`config.mk`:
```
export PLATFORM = sky130hd
export DESIGN_NAME = baro_front
export DESIGN_NICKNAME = d
export VERILOG_FILES = /design/src/design/baro_pkg.sv /design/src/design/baro_front.sv
export SDC_FILE = /design/constraint.sdc
export NUM_CORES = 2
export LEC_CHECK = 0
export BUFFER_PORTS_ARGS = -buffer_cell sky130_fd_sc_hd__buf_2
export CAP_MARGIN = 20
export CORE_ASPECT_RATIO = 1.5
export CORE_MARGIN = 4
export CORE_UTILIZATION = 30
export CTS_BUF_LIST = sky130_fd_sc_hd__clkbuf_16
export DETAILED_ROUTE_END_ITERATION = 10
export PLACE_DENSITY = 0.46
export SYNTH_ARGS = -nofsm -noshare
export SYNTH_HDL_FRONTEND = slang
export SYNTH_SLANG_ARGS = --single-unit
export TNS_END_PERCENT = 50
```
`constraint.sdc`:
```
create_clock -name clk -period 6.7 [get_ports clk]
set_input_delay 0.335 -clock clk [delete_from_list [all_inputs] [get_ports clk]]
set_output_delay 0.335 -clock clk [all_outputs]
set_load 0.02 [all_outputs]
```
`src/design/baro_pkg.sv`:
```
// Shared types, register indexes, status codes and sizes for the barometer compensation block
`timescale 1ns / 1ps

package baro_pkg;

	// configuration register indexes
	localparam logic [2:0] REG_T1    = 3'd0;
	localparam logic [2:0] REG_T2_T3 = 3'd1;
	localparam logic [2:0] REG_P1    = 3'd2;
	localparam logic [2:0] REG_P2_P3 = 3'd3;
	localparam logic [2:0] REG_P4_P5 = 3'd4;
	localparam logic [2:0] REG_P6_P7 = 3'd5;
	localparam logic [2:0] REG_P8_P9 = 3'd6;

	// result status codes
	localparam logic [2:0] ST_OK        = 3'd0;
	localparam logic [2:0] ST_BAD_T     = 3'd1;
	localparam logic [2:0] ST_FINE_ZERO = 3'd2;
	localparam logic [2:0] ST_BAD_P     = 3'd3;
	localparam logic [2:0] ST_DIV_ZERO  = 3'd4;

	localparam logic [19:0] RAW_ONES = 20'hFFFFF;

	// queue between front and back
	localparam int QDEPTH = 8;
	localparam int QPTR_W = 3;
	localparam int QCNT_W = 4;

	// back pipeline: eight arithmetic stages, one stage per quotient bit, six after
	localparam int DIV_BITS    = 64;
	localparam int BACK_STAGES = 8 + DIV_BITS + 6;
	localparam int DIV_ZCHK    = 6;

	// calibration words, split out of the packed registers
	typedef struct packed {
		logic [15:0]        t1;
		logic signed [15:0] t2;
		logic signed [15:0] t3;
		logic [15:0]        p1;
		logic signed [15:0] p2;
		logic signed [15:0] p3;
		logic signed [15:0] p4;
		logic signed [15:0] p5;
		logic signed [15:0] p6;
		logic signed [15:0] p7;
		logic signed [15:0] p8;
		logic signed [15:0] p9;
	} cal_t;

	// classified request handed from front to back
	typedef struct packed {
		logic [2:0]         status;
		logic signed [31:0] temp;
		logic signed [31:0] fine;
		logic [19:0]        adc_p;
	} q_entry_t;

endpackage

```
`src/design/baro_front.sv`:
```
// Front end: temperature compensation and request classification
`timescale 1ns / 1ps

module baro_front import baro_pkg::*; (
	input  logic        clk,
	input  logic        arst_n,
	input  cal_t        cal,
	input  logic        acc,
	input  logic [19:0] raw_temp,
	input  logic [19:0] raw_press,
	output logic        push,
	output q_entry_t    push_data
);

	logic [3:0] vf_q;

	logic signed [31:0] a0_c, pa_c, d_c, dd_c;
	logic signed [31:0] pa_s1, dd_s1;
	logic [19:0]        rawp_s1, rawp_s2, rawp_s3;
	logic               badt_s1, badt_s2, badt_s3;
	logic               badp_s1, badp_s2, badp_s3;

	logic signed [31:0] dda_c, b_c;
	logic signed [31:0] a_s2, b_s2;
	logic signed [31:0] fine_s3;
	logic signed [31:0] fine5_c, temp_c;
	q_entry_t           ent_s4;

	// valid line, front never stalls (credits guarantee queue room)
	always_ff @(posedge clk or negedge arst_n) begin
		if (!arst_n) begin
			vf_q <= '0;
		end else begin
			vf_q <= {vf_q[2:0], acc};
		end
	end

	// stage 1: offsets and first products
	always_comb begin
		a0_c = $signed({15'b0, raw_temp[19:3]}) - $signed({15'b0, cal.t1, 1'b0});
		d_c  = $signed({16'b0, raw_temp[19:4]}) - $signed({16'b0, cal.t1});
		pa_c = a0_c * $signed(cal.t2);
		dd_c = d_c * d_c;
	end

	always_ff @(posedge clk) begin
		if (acc) begin
			pa_s1   <= pa_c;
			dd_s1   <= dd_c;
			rawp_s1 <= raw_press;
			badt_s1 <= (raw_temp == '0) || (raw_temp == RAW_ONES);
			badp_s1 <= (raw_press == '0) || (raw_press == RAW_ONES);
		end
	end

	// stage 2: scale and second product
	assign dda_c = dd_s1 >>> 12;
	assign b_c   = dda_c * $signed(cal.t3);

	always_ff @(posedge clk) begin
		a_s2    <= pa_s1 >>> 11;
		b_s2    <= b_c;
		rawp_s2 <= rawp_s1;
		badt_s2 <= badt_s1;
		badp_s2 <= badp_s1;
	end

	// stage 3: fine temperature
	always_ff @(posedge clk) begin
		fine_s3 <= a_s2 + (b_s2 >>> 14);
		rawp_s3 <= rawp_s2;
		badt_s3 <= badt_s2;
		badp_s3 <= badp_s2;
	end

	// stage 4: temperature in hundredths and status
	assign fine5_c = (fine_s3 <<< 2) + fine_s3;
	assign temp_c  = (fine5_c + 32'sd128) >>> 8;

	always_ff @(posedge clk) begin
		ent_s4.fine  <= fine_s3;
		ent_s4.adc_p <= rawp_s3;
		ent_s4.temp  <= badt_s3 ? 32'sd0 : temp_c;
		if (badt_s3) begin
			ent_s4.status <= ST_BAD_T;
		end else if (fine_s3 == 32'sd0) begin
			ent_s4.status <= ST_FINE_ZERO;
		end else if (badp_s3) begin
			ent_s4.status <= ST_BAD_P;
		end else begin
			ent_s4.status <= ST_OK;
		end
	end

	assign push      = vf_q[3];
	assign push_data = ent_s4;

endmodule

```
==> Word level (Yosys, flattened, before mapping) <==
Index checks and enable logic that the tools add are counted.
{ "word_totals": {"wordCells": 38, "register_bits": 272, "input_bits": 235} }
{ "op_classes": {"n_mux": 2, "n_mul": 3, "add_sub_neg": 5, "n_eq_ne": 2, "reduce_logical": 6} }
{ "ops": {"columns": ["operator", "n"], "rows": [
  ["equality test 20 bit, second input constant", 2],
  ["logical NOT 20 bit", 2],
  ["logical NOT 32 bit", 1],
  ["multiplier 17 x 17 -> 32 bit", 1],
  ["multiplier 18 x 16 -> 32 bit", 1],
  ["multiplier 20 x 16 -> 32 bit", 1],
  ["adder 25 x 9 -> 26 bit, second input constant", 1],
  ["adder 24 x 22 -> 25 bit", 1],
  ["adder 21 x 18 -> 22 bit", 1],
  ["subtractor 17 x 17 -> 18 bit", 1],
  ["subtractor 16 x 16 -> 17 bit", 1],
  ["2-to-1 mux 2 bit", 2],
  ["logical OR 1 bit", 2],
  ["OR reduction 2 bit", 1]
]} }

==> Longest topological paths before layout <==
{ "depth": {"ltp_word": 2, "mapped_depth": 38} }

==> Worst setup path before layout <==
No wires, ideal clock.
{ "synth_timing": {"path_kind": "input to register", "start": "input raw_temp[4]", "end": "register dd_s1[31] (data pin)", "path_slack_ns": -1.673, "setup_time_ns": 0.262, "n_path_buf": 2, "path_stages": 36, "arrival_time_ns": 8.111, "cell_sequence": "inv_1 ha_1 inv_1 fa_1 a211o_1 o211ai_1 a211oi_1 o21ai_0 nand2b_1 a21o_1 xnor2_1 inv_1 clkbuf_1 buf_2 nand2_1 inv_1 fa_1 inv_1 fa_1 fa_1 inv_1 fa_1 fa_1 inv_1 fa_1 inv_1 ha_1 and3_1 a221o_1 nand3_1 o211ai_2 a21o_1 o41a_1 and4_4 a2111oi_4 xnor2_1"} }
{ "synth_via": {"elab_chain_cells": 2} }
{ "synth_rtl": {"columns": ["item", "line_no", "source"], "rows": [
  ["start: declaration", "baro_front.sv:9", "input logic [19:0] raw_temp,"],
  ["subtractor 16 x 16 -> 17 bit", "baro_front.sv:41", "d_c = $signed({16'b0, raw_temp[19:4]}) - $signed({16'b0, cal.t1});"],
  ["multiplier 17 x 17 -> 32 bit", "baro_front.sv:43", "dd_c = d_c * d_c;"],
  ["via dd_c[31]", "baro_front.sv:17", "logic signed [31:0] a0_c, pa_c, d_c, dd_c;"],
  ["end signal: assignment", "baro_front.sv:49", "dd_s1 <= dd_c;"],
  ["end: declaration", "baro_front.sv:18", "logic signed [31:0] pa_s1, dd_s1;"]
]} }
The timed path passes the listed nets, and every way through them passes these cells.
A chain may end at the register's enable or synchronous reset.

==> Worst setup path in the final report <==
{ "layout_timing": {"start": "input raw_temp[4]", "end": "register pa_s1[30] (data pin)"} }
{ "layout_via": {"elab_chain_cells": 2} }
{ "layout_rtl": {"columns": ["item", "line_no", "source"], "rows": [
  ["subtractor 17 x 17 -> 18 bit", "baro_front.sv:40", "a0_c = $signed({15'b0, raw_temp[19:3]}) - $signed({15'b0, cal.t1, 1'b0});"],
  ["multiplier 18 x 16 -> 32 bit", "baro_front.sv:42", "pa_c = a0_c * $signed(cal.t2);"],
  ["via pa_c[30]", "baro_front.sv:17", null],
  ["end signal: assignment", "baro_front.sv:48", "pa_s1 <= pa_c;"],
  ["end: declaration", "baro_front.sv:18", null]
]} }
The timed path passes the listed nets, and every way through them passes these cells.

==> results.py <==
metrics = {
    "status": {
        "status": "finished with violations",
        "violations": "setup timing",
    },
    "global_route": {
        "grt_usage_pct": 15.7,
        "antenna_found_initial": 10,
        "grt_pass1_vias": 29928,
        "grt_max_degree": 65,
        "overflow": 0,
        "grt_first_pass_wirelength_um": 162000,
    },
    "placed_design": {
        "gp_congestion": 0.821,
        "place_area_um2": 43500,
        "post-place-ws_ns": -1.55,
        "io_buffers": 177,
        "dpl.cell_count": 5945,
        "hpwl_um": 88700,
    },
    "clock_tree": {
        "ctsRootBufferMaster": "clkbuf_16",
        "clock_sinks": 234,
        "htreeDepth": 1,
        "cts_made_buffers": 25,
        "cts_max_path_buffers": 3,
        "cts_tree": "done",
        "clk_pin_slew_ns": 0.06,
        "insertion_delay_ns": 0.59,
    },
    "logic_synthesis": {
        "synth_most_common_cell": "inv_1",
        "syn-num-nets": 5251,
        "synthTopCellsByCount": "999 x inv_1, 815 x fa_1, 469 x nand2_1",
        "synthAdderAreaFrac_pct": 54.0,
        "synth-xor-area-share_pct": 3.43,
        "synth_edf_count": 63,
        "synth_simple_gate_area_share_pct": 12.4,
        "async_flop_share_pct": 1.71,
        "synth_mux_area_share_pct": 0.0566,
        "yosys_register_bits": 234,
        "ys.flop_type": "dfxtp_1",
        "syn_inst": 3883,
        "yosysTopAreaCellShare_pct": 43.4,
        "ys_warn_count": 0,
        "synth-compound-area-share_pct": 4.23,
        "synth_area_um2": 37600,
        "synth_top_area_cell": "fa_1",
        "synth_top_family_by_area": "adder cells",
        "synthDistinctLibCells": 72,
        "synth_area_leaders": "fa_1 43%, ha_1 11%, inv_1 10%",
        "synth.avg_cell_area_um2": 9.68,
        "yosysSeqAreaShare_pct": 14.2,
    },
    "drt": {
        "wl_um": 101000,
        "drc": 0,
        "ant_nets": 0,
        "drt_pass1_iterations": 5,
        "vias": 26477,
        "routedWlPerCell_um": 16.7,
        "vias_per_cell": 4.38,
        "drt-initial-drc-count": 782,
    },
    "sta": {
        "skew_ns": 0.0337,
        "timing.fmax_mhz": 135,
        "slew_headroom_pct": 35.6,
        "hold_slack_ns": 0.101,
        "slew_viol_final": 0,
        "tightest_slew_ns": 0.966,
        "worst_slack_ns": -0.731,
        "fin_crit_ns": 7.43,
        "setup_viol": 30,
        "rsz0062_at_grt": "yes",
        "hold_viol_final": 0,
        "period_share_pct": 111,
    },
    "cells_and_area": {
        "nets": 5789,
        "synthToLayoutAreaGrowth_pct": 20.4,
        "final_area_um2": 45300,
        "final_cell_count_no_fill": 6040,
        "post_route_cells_drive_above_1_share_pct": 18.5,
    },
    "setup_path": {
        "slowest_stage": "fa_1",
        "crit_family": "adder cells",
        "critical_path_arrival_ns": 7.75,
        "crit_required_ns": 7.02,
        "path_class": "primary input to flip-flop",
        "cp_num_buf_inv": 12,
        "end_kind": "flip-flop",
        "startpoint_type": "primary input",
        "path_max_fanout": 8,
        "critPathMaxStageDelay_ns": 0.58,
        "cpMostUsedCell": "fa_1",
    },
    "die": {
        "ios": 323,
        "core-area_um2": 124000,
        "die_h_um": 442,
        "die_area_um2": 131000,
        "initial_core_util_pct": 30.3,
        "rows": 158,
        "die_w_um": 297,
    },
    "run": {
        "drv_cap": 0,
    },
    "hold_path": {
        "min_path_type": "primary input to async pin",
    },
}
[flip-flops by register name (all words and copies together) (netlist names)]
signal / count
vf_q: 4
rawp_s2: 20
dd_s1: 20
b_s2: 18
badt_s1: 1
badp_s1: 1
rawp_s3: 20
a_s2: 21
badt_s2: 1
rawp_s1: 20
fine_s3: 22
push_data: 62
pa_s1: 21
badp_s3: 1
badp_s2: 1
badt_s3: 1
[kinds of logic after synthesis]
kind of cell,after synthesis
fa+ha+maj,1133
xor+xnor,145
simple gates,986
mux,2
compound gates,231
buf+inv,1151
other cells,1
flops,234
[cells in the final DEF, fill, tap and decap left out, types with 16 or more instances in the layout]
cell type      count
a21o_1            35
a21oi_1           48
and2_1           229
buf_2            176
buf_4            432
buf_6             19
clkbuf_16         25
dfxtp_1          167
dlygate4sd3_1     21
edfxtp_1          63
fa_1             806
ha_1             304
inv_1            989
nand2_1          458
nand2b_1          31
nand4_1           20
nor2_1           113
nor2b_1           20
nor4_1            16
o21a_1            17
o21ai_0           26
xnor2_1           90
xor2_1            33
[per-layer routing]
layer,vias to the layer above,wire length [um],GRT usage (%)
li1,12489,-,-
met1,13501,36900,17.1
met2,329,57900,31.3
met3,156,1950,0.908
met4,2,4350,5.71
met5,-,7,0
[path summary, 6_finish.rpt]
check,start,end,slack [ns],cells after the start
max in group asynchronous,arst_n,vf_q[3],6.48,2
worst max register to register,dd_s1[22],b_s2[31],0.33,21
worst min register to register,rawp_s3[8],push_data[8],0.32,0
min in group clk,raw_temp[1],badt_s1,0.32,3
worst min-delay path,arst_n,vf_q[0],0.10,2
worst max-delay path,raw_temp[4],pa_s1[30],-0.73,33
[layout make-up]
class,instances,area [um2]
sequential,234,5340
antenna,1,2.50
timing repair buffer,660,4780
clock inverter,20,160
multi-input combinational,2498,28600
tap,1600,2000
inverter,1002,3780
fill,12704,78900
clock buffer,25,626
[timing repair]
action,in CTS,in global routing
pin swaps,76,47
setup endpoints to repair,41,43
setup buffers,19,14
gates resized for setup,80,65
hold buffers,21,0
endpoints found under the hold margin,24,0
[through the flow]
| stage | util [%] | TNS [ns] |
|---|---|---|
| 6_report | 36.5 | -11.15 |
| 5_1_grt | 36.5 | -21.38 |
| 4_1_cts | 36.2 | -10.37 |
| 3_5_place_dp | 35.0 | -44.88 |
| 3_3_place_gp | 35.0 | -43.17 |
| 2_1_floorplan | - | -14.21 |
Power is left out: the tool's default activity adds up to more than one toggle a clock period on the data nets, which glitch-free logic cannot reach.
