===== src/design/baro_pkg.sv =====
// Shared types, register indexes, status codes and sizes for the barometer compensation block
`timescale 1ns / 1ps

package baro_pkg;

	// configuration register indexes
	localparam logic [2:0] REG_T1    = 3'd0;
	localparam logic [2:0] REG_T2_T3 = 3'd1;
	localparam logic [2:0] REG_P1    = 3'd2;
	localparam logic [2:0] REG_P2_P3 = 3'd3;
	localparam logic [2:0] REG_P4_P5 = 3'd4;
	localparam logic [2:0] REG_P6_P7 = 3'd5;
	localparam logic [2:0] REG_P8_P9 = 3'd6;

	// result status codes
	localparam logic [2:0] ST_OK        = 3'd0;
	localparam logic [2:0] ST_BAD_T     = 3'd1;
	localparam logic [2:0] ST_FINE_ZERO = 3'd2;
	localparam logic [2:0] ST_BAD_P     = 3'd3;
	localparam logic [2:0] ST_DIV_ZERO  = 3'd4;

	localparam logic [19:0] RAW_ONES = 20'hFFFFF;

	// queue between front and back
	localparam int QDEPTH = 8;
	localparam int QPTR_W = 3;
	localparam int QCNT_W = 4;

	// back pipeline: eight arithmetic stages, one stage per quotient bit, six after
	localparam int DIV_BITS    = 64;
	localparam int BACK_STAGES = 8 + DIV_BITS + 6;
	localparam int DIV_ZCHK    = 6;

	// calibration words, split out of the packed registers
	typedef struct packed {
		logic [15:0]        t1;
		logic signed [15:0] t2;
		logic signed [15:0] t3;
		logic [15:0]        p1;
		logic signed [15:0] p2;
		logic signed [15:0] p3;
		logic signed [15:0] p4;
		logic signed [15:0] p5;
		logic signed [15:0] p6;
		logic signed [15:0] p7;
		logic signed [15:0] p8;
		logic signed [15:0] p9;
	} cal_t;

	// classified request handed from front to back
	typedef struct packed {
		logic [2:0]         status;
		logic signed [31:0] temp;
		logic signed [31:0] fine;
		logic [19:0]        adc_p;
	} q_entry_t;

endpackage


===== src/design/baro_fifo.sv =====
// Short request queue between the front and back pipelines
`timescale 1ns / 1ps

module baro_fifo import baro_pkg::*; (
	input  logic     clk,
	input  logic     arst_n,
	input  logic     push,
	input  q_entry_t push_data,
	input  logic     pop,
	output logic     head_valid,
	output q_entry_t head
);

	q_entry_t            mem_q [QDEPTH];
	logic [QPTR_W-1:0]   wr_q, rd_q;
	logic [QCNT_W-1:0]   cnt_q;

	always_ff @(posedge clk or negedge arst_n) begin
		if (!arst_n) begin
			wr_q  <= '0;
			rd_q  <= '0;
			cnt_q <= '0;
		end else begin
			if (push) begin
				wr_q <= wr_q + 1'b1;
			end
			if (pop) begin
				rd_q <= rd_q + 1'b1;
			end
			cnt_q <= cnt_q + QCNT_W'(push) - QCNT_W'(pop);
		end
	end

	always_ff @(posedge clk) begin
		if (push) begin
			mem_q[wr_q] <= push_data;
		end
	end

	assign head_valid = (cnt_q != '0);
	assign head       = mem_q[rd_q];

endmodule


===== config.mk =====
export PLATFORM = sky130hd
export DESIGN_NAME = baro_fifo
export DESIGN_NICKNAME = d
export VERILOG_FILES = /design/src/design/baro_pkg.sv /design/src/design/baro_fifo.sv
export SDC_FILE = /design/constraint.sdc
export NUM_CORES = 1
export LEC_CHECK = 0
export ABC_AREA = 1
export BUFFER_PORTS_ARGS = -buffer_cell sky130_fd_sc_hd__buf_2
export CORE_ASPECT_RATIO = 1.4
export CORE_MARGIN = 5
export CORE_UTILIZATION = 28
export CTS_CLUSTER_DIAMETER = 120
export DETAILED_ROUTE_END_ITERATION = 16
export GPL_TIMING_DRIVEN = 0
export MAX_ROUTING_LAYER = met4
export PLACE_DENSITY_LB_ADDON = 0.12
export SETUP_SLACK_MARGIN = 0.5
export SLEW_MARGIN = 20
export SYNTH_ARGS = -nofsm -noshare
export SYNTH_HDL_FRONTEND = slang
export SYNTH_SLANG_ARGS = --single-unit

===== constraint.sdc =====
create_clock -name clk -period 6.85 [get_ports clk]
set_input_delay 1.37 -clock clk [delete_from_list [all_inputs] [get_ports clk]]
set_output_delay 1.37 -clock clk [all_outputs]
set_load 0.01 [all_outputs]

Word level (Yosys, flattened, before mapping)
Memory sizes are Yosys's and may differ from the RTL's.
Index checks and enable logic that the tools add are counted.
Word-level totals
  memory bits (writable): 696
  input bits: 91
  memories kept: 1
  output and inout port bits: 88
  register bits after elaboration: 10
Operators by class
  reductions and logical operators: 1
  muxes and demuxes: 2
  $add $sub $neg: 4
Memories
  mem_q: depth 8, bits a word 87, read ports 1, clocked after memory_dff 0, write ports 1, line baro_fifo.sv:14  | q_entry_t mem_q [QDEPTH];
Operator list (number)
  $add A3 B1 Y3 const B: 2
  $add A4 B1 Y4: 1
  $reduce_bool A4 Y1: 1
  $sub A4 B1 Y4: 1
  $mux W1: 2

Longest topological paths before layout
Gate-level depths: netlist of the first run.
  depth in word-level cells: 2
  mapped depth: 9

Worst setup path before layout of the first run
No wires, ideal clock.
  kind: input to register
  start point: input push
  end point: memory mem_q[0][0] (netlist bit), enable pin
  buffers on the path: 0
  arrival time: 5346 ps
  stages: 3
  slack: 971 ps
  setup time: 533 ps
  data required time: 6317 ps
  cell sequence: inv_1 -> or2_2 -> nor2_1
On the way
  longest elaborated chain between the ends: 2
Ends and longest elaborated chain
  start: declaration: line baro_fifo.sv:7  | input logic push,
  $mux W1: line baro_fifo.sv:35  | if (push) begin
  $mux W1 (not written as such): line baro_fifo.sv:36  | mem_q[wr_q] <= push_data;
  end: declaration: line baro_fifo.sv:14
No other way between the ends.

==> results of run 1 <==
metrics by stage:
step	TNS, ps	utilization [%]	hold WS, ps	power (W)	instances
3_3_place_gp	-2498060	30.64	521.1	0.01165	4709
5_1_grt	0	33.64	578.3	0.01626	4899
4_1_cts	0	33.60	541.7	0.01560	4884
2_1_floorplan	0	-	489.6	0.008917	3071
6_report	0	33.64	541.2	0.01519	4901
3_5_place_dp	0	31.60	530.3	0.01173	4751
registers in the layout (all words and copies together), names as in the netlist:
name	cells
mem_q	696
cnt_q	4
rd_q	3
wr_q	3
worst max-delay path, cell delays in order, from the launching register on:
cell and delay, ps:
dfrtp_1 430, inv_1 170, buf_2 400, buf_2 380
nand3_1 140, nand2_1 80, nand2_1 50, nand2_1 220
buf_2 180
worst max path at each step:
stage | start | to | slack, ps | cells after the start
6_report | rd_q[1]$_DFFE_PN0P_ | head[6] | 2770 | 8
5_1_grt | rd_q[1]$_DFFE_PN0P_ | head[26] | 2620 | 8
4_1_cts | rd_q[1]$_DFFE_PN0P_ | head[6] | 2620 | 8
3_5_place_dp | push | mem_q[6][41]$_DFFE_PP_ | 3320 | 7
3_3_place_gp | push | mem_q[2][40]$_DFFE_PP_ | -3840 | 4
2_1_floorplan | push | mem_q[0][0]$_DFFE_PP_ | 970 | 3
area by class of cell:
type | count | area, µm²
fillers | 11190 | 72930
flip-flops and latches | 706 | 21150
multi-input cells | 1518 | 6305
inverters | 713 | 2679
clock buffers | 108 | 2021
repair buffers | 220 | 1884
well taps | 1460 | 1827
plain buffers | 134 | 883.3
clock inverters | 25 | 180.2
diodes | 17 | 42.54
routing by layer:
metal | GRT usage [%] | vias to the layer above | share of wire (%)
li1 | - | 10150 | -
met1 | 18.77 | 9419 | 42
met2 | 27.32 | 350 | 51
met3 | 2.775 | 115 | 4.7
met4 | 4.707 | 0 | 2.4
met5 | - | - | 0
power by group:
part / switching (W) / internal [W]
clock: 0.00171 / 0.00209
combinational: 0.00421 / 0.00187
sequential: 0.0000881 / 0.00523
total: 0.00601 / 0.00919
Yosys cell counts, drive strengths merged:
master | count | area, µm²
o21ai | 2 | 10.01
xnor2 | 1 | 8.760
nand3 | 350 | 1752
or2 | 1 | 6.260
xor2 | 4 | 35.03
a21oi | 1 | 5.000
dfrtp | 10 | 250.2
buf | 123 | 842.1
inv | 713 | 2679
fa | 1 | 20.02
edfxtp | 696 | 20900
nor2 | 8 | 30.03
clkbuf | 11 | 41.29
nand2 | 1143 | 4290
ha | 7 | 87.58
kinds of logic (layout without fill, tap and decap cells):
logic type,count (synthesis),after routing
AO/OA/AOI/OAI,3,3
XOR/XNOR,5,5
other,0,17
adder cells (fa/ha/maj),8,8
flip-flops,706,706
AND/OR/NAND/NOR,1502,1502
buffers and inverters,847,1200
==> out/metrics.csv, run 1 <==
metric,value,unit
ANT nets after route,0,
Clock Path Buffers,3,
Post-Syn Area,30960,µm²
Worst Path Arrival,2710,ps
H-tree levels,3,
pin count of the biggest net entering global routing,21,
number of global-route vias before repair,19544,
Peak VDD IR,0.1806,mV
drt via density,4.088,
CTS tree,yes,
"Area growth, synth to finish",19.43,%
placed standard-cell area,34730,µm²
Tmin final,4082,ps
max cap viols,0,
"commonest non-fill, non-tap cell in the layout",nand2_1,
first-pass GRT wire length,132300,µm
Worst Clk Skew,15.34,ps
Crit Path Class,flop to primary output,
Hold Path End,wr_q[0]$_DFFE_PN0P_,
via count,20034,
Power Density,411.0,nW/µm²
worst hold path class,flop to flop,
Num CTS Buffers,74,
initial antenna violation count,28,
post-synthesis cell count,3071,
r2r setup slk,4520,ps
reg-to-reg critical path startpoint,wr_q[0]$_DFFE_PN0P_,
"Slew Viols, Final",0,
syn_nets,3170,
Yosys reg bits,706,
Fin. Hold Viols,0,
core footprint,109900,µm²
synth unique cells,20,
most frequent cells in the layout,"1143 x nand2_1, 711 x inv_1, 696 x edfxtp_1",
Routed WL per cell,18.58,µm
layout cells sized above 1,12.82,%
# setup viols final,0,
drt initial violations,1135,
Final nets,3466,
static leakage power,16.83,nW
Tcrit/Tclk final,59.60,%
clock sinks,706,
GRT Total Usage,15.72,%
Setup Buffers After CTS,0,
RSZ-0062 raised after global routing,no,
CP Capture Type,primary output,
Die Wd,291.0,µm
global placement routability congestion,0.7233,
worst path required time,5480,ps
CTS resizes,0,
final wirelength,91080,µm
Vert. Die Dim,403.4,µm
Core Rows,144,
DR DRC count,0,
CTS root buf,clkbuf_16,
sequential fraction of the synthesis area,68.32,%
adder-cell share of the synthesized area,0.3476,%
CP max FO,10,
final setup margin,2768,ps
synthesized area per cell,10.08,µm²
Port-buffer cells,178,
worst hold path depth,2,
Hold Path Origin,wr_q[0]$_DFFE_PN0P_,
Compound-Gate Fraction of Synth Area,0.04850,%
GR Overflow Total,0,
FF-to-FF path depth,5,
worst skew pair latency,650,ps
r2r endpoint,mem_q[6][17]$_DFFE_PP_,
die area,117400,µm²
startpoint type of the worst setup path,flop,
mux cell area share after synthesis,0,%
largest family of logic cells by synthesized area,simple AND/OR/NAND/NOR gates,
Post-CTS Hold Buffers,0,
Post-DP HPWL,61160,µm
actual slew at the worst max-slew pin,764.8,ps
DRT Pass-1 Iters,5,
"Design Area, Final",36970,µm²
Fmax achieved,245.0,MHz
setup slack at placement,3320,ps
outcome,completed,
I/O pin count,179,
Starting Density,28.17,%
Post-Synth XOR/XNOR Area,0.1415,%
Rel. slew slack,49.01,%
synthesis warning total,0,
clock slew at reported path FFs,60,ps
simple-gate share of the synthesized area,19.63,%
No activity file was read; power rests on OpenSTA's default activity.
==> run 2: changes to the inputs <==
==> constraint.sdc (replaced) <==
create_clock -name clk -period 4 [get_ports clk]
set_input_delay 0.8 -clock clk [delete_from_list [all_inputs] [get_ports clk]]
set_output_delay 0.8 -clock clk [all_outputs]
set_load 0.01 [all_outputs]
==> run 2 against run 1 <==
  * Largest cell class unchanged
  * Clock skew decreased by 0.79 ps
  * Cell area up 0.78%
  * First-iteration DRC count shrank 11%
  * Combinational power grew 73%
  * Via count about the same
  * Critical path depth unchanged
  * Global-route usage is essentially flat
  * Clock power up 84%
  * Die area stayed put
  * Non-clock buffer count grew 1
  * Largest power group unchanged
  * Sequential cell count unchanged
==> out/metrics.csv, run 2 (same netlist as run 1, synthesis figures left out) <==
metric,value,unit,change
Port-buffer cells,178,,unchanged
GRT Total Usage,15.72,%,about the same
worst skew pair latency,640,ps,was 650 ps
Slowest cell on crit path,dfrtp_1,,unchanged
CP Capture Type,primary output,,unchanged
filler cell count in the final layout,11183,,was 11.19k
r2r endpoint,mem_q[0][43]$_DFFE_PP_,,was mem_q[6][17]$_DFFE_PP_
Placed Cells,4751,,unchanged
Worst Path Arrival,2640,ps,was 2710 ps
pin count of the biggest net entering global routing,21,,unchanged
RSZ-0062 raised after global routing,yes,,was no
outcome,completed,,unchanged
DR DRC count,0,,unchanged
CP top delay family,buffers and inverters,,unchanged
drt initial violations,1007,,was 1135
crit path from,rd_q[1]$_DFFE_PN0P_,,unchanged
H-tree levels,3,,unchanged
first-pass GRT wire length,132300,µm,about the same
Worst Clk Skew,14.55,ps,was 15.34 ps
max layer used,met4,,unchanged
Critical Path Max Stage Delay,420,ps,was 430 ps
Power Density,712.9,nW/µm²,was 411.0 nW/µm²
final wirelength,91000,µm,was 91080 µm
Largest register FFs,696,,unchanged
DRT Pass-1 Iters,5,,unchanged
Buf/Inv on CP,4,,unchanged
"Slew Viols, Final",0,,unchanged
placed standard-cell area,34780,µm²,was 34730 µm²
"commonest non-fill, non-tap cell in the layout",nand2_1,,unchanged
Num CTS Buffers,76,,was 74
"most used cell, CP",nand2_1,,
layout cells sized above 1,13.28,%,was 12.82%
static leakage power,16.99,nW,was 16.83 nW
FF+latch area,21150,µm²,unchanged
number of global-route vias before repair,19758,,was 19.54k
# setup viols final,0,,unchanged
"Area growth, synth to finish",20.36,%,was 19.43%
setup slack at placement,917.1,ps,was 3320 ps
I/O pin count,179,,unchanged
Final nets,3469,,was 3466
Top reg by flops,mem_q,,unchanged
Rel. slew slack,47.27,%,was 49.01%
met2 wire length,45770,µm,was 46430 µm
actual slew at the worst max-slew pin,791.0,ps,was 764.8 ps
initial antenna violation count,24,,was 28
Tcrit/Tclk final,86.09,%,
startpoint type of the worst setup path,flop,,unchanged
Post-DP HPWL,60230,µm,was 61160 µm
Die Wd,291.0,µm,unchanged
drt via density,4.090,,was 4.088
FF-to-FF path depth,6,,was 5
met3 wire length,4097,µm,was 4287 µm
M1 WL,38790,µm,was 38150 µm
ANT nets after route,0,,unchanged
clock sinks,706,,unchanged
Fmax achieved,290.4,MHz,
r2r setup slk,1590,ps,was 4520 ps
Vert. Die Dim,403.4,µm,unchanged
CTS tree,yes,,unchanged
WP depth,8,,unchanged
reg-to-reg critical path startpoint,wr_q[0]$_DFFE_PN0P_,,unchanged
die area,117400,µm²,unchanged
worst hold path class,input pin to flop,,was flop to flop
clock slew at reported path FFs,60,ps,about the same
GR Overflow Total,0,,unchanged
worst path required time,3200,ps,was 5480 ps
Core Rows,144,,unchanged
global placement routability congestion,0.7163,,was 0.7233
Peak VDD IR,0.2980,mV,was 0.1806 mV
area of the multi-input gates,6305,µm²,unchanged
Tmin final,3444,ps,
max cap viols,0,,unchanged
Starting Density,28.17,%,unchanged
most frequent cells in the layout,"1143 x nand2_1, 711 x inv_1, 696 x edfxtp_1",,unchanged
Final Non-Filler Cells,4899,,was 4901
Worst Setup EP,head[52],,was head[6]
"Design Area, Final",37260,µm²,was 36970 µm²
final setup margin,556.4,ps,was 2768 ps
Routed WL per cell,18.57,µm,was 18.58 µm
CP cell instances,"inv_1, buf_4, buf_2, nand3_1, nand2_1, nand2_1, nand2_1, buf_2",,"was inv_1, buf_2, buf_2, nand3_1, nand2_1, nand2_1, nand2_1, buf_2"
Crit Path Class,flop to primary output,,unchanged
CTS root buf,clkbuf_16,,unchanged
Fin. Hold Viols,0,,unchanged
CP max FO,10,,unchanged
via count,20036,,was 20.03k
Clock Path Buffers,3,,unchanged
core footprint,109900,µm²,unchanged
registers with the most flip-flops,"mem_q: 696 flops, cnt_q: 4 flops",,unchanged
-- run 2: cell types whose count changed in the layout (fill, tap and decap cells not counted), sizes merged --
cell         change
buf              -5
clkbuf           -5
clkinvlp         +1
clkinv           +6
dlygate4sd3      +1
bufinv           +5
inv              -1
diode            -4
-- run 2: metal layers --
layer	vias to the layer above	global-route usage, %
li1	10167	-
met1	9338	18.83
met2	397	27.23
met3	134	2.863
met4	0	4.582
met5	-	-
-- run 2: layout make-up --
class                      count  share of cell area, %
multi-input combinational   1518                  16.92
buffer                       134                  2.435
inverter                     713                  7.190
clock inverter                36                 0.9335
clock buffer                  98                  5.548
antenna                       13                0.08731
timing repair buffer         221                  5.218
tap                         1460                  4.903
sequential                   706                  56.76
-- run 2: worst min path at each step --
| stage | slack [ps] | start | depth (start not counted) | end |
|---|---|---|---|---|
| 2_1_floorplan | 490 | wr_q[0]$_DFFE_PN0P_ | 2 | wr_q[0]$_DFFE_PN0P_ |
| 3_3_place_gp | 520 | wr_q[0]$_DFFE_PN0P_ | 2 | wr_q[0]$_DFFE_PN0P_ |
| 3_5_place_dp | 530 | wr_q[0]$_DFFE_PN0P_ | 2 | wr_q[0]$_DFFE_PN0P_ |
| 4_1_cts | 370 | push_data[3] | 1 | mem_q[7][3]$_DFFE_PP_ |
| 5_1_grt | 410 | push_data[78] | 1 | mem_q[2][78]$_DFFE_PP_ |
| 6_report | 430 | push_data[80] | 1 | mem_q[1][80]$_DFFE_PP_ |
-- run 2: what timing repair did --
action | 4_1_cts | 5_1_grt
setup endpoints to repair | 44 | 7
gates resized for setup | 5 | 7
endpoints found under the hold margin | 10 | 0
buffers inserted | 0 | 0
hold buffers | 1 | 0
pin swaps | 0 | 0
-- run 2: where the power goes --
| part | internal (W) | switching [W] |
|---|---|---|
| combinational | 0.00323 | 0.00724 |
| clock | 0.00403 | 0.00295 |
| sequential | 0.00895 | 0.000150 |
| total | 0.0162 | 0.0103 |
-- run 2: stage by stage --
step	power [W]	TNS [ps]	hold slack [ps]	util [%]
finish	0.02656	0	429.9	33.90
global route	0.02838	0	408.1	33.90
CTS	0.02722	0	370.4	33.86
detailed placement	0.02011	0	531.1	31.64
global placement	0.01987	-1197420	522.4	30.68
floorplan	0.01523	0	489.6	-
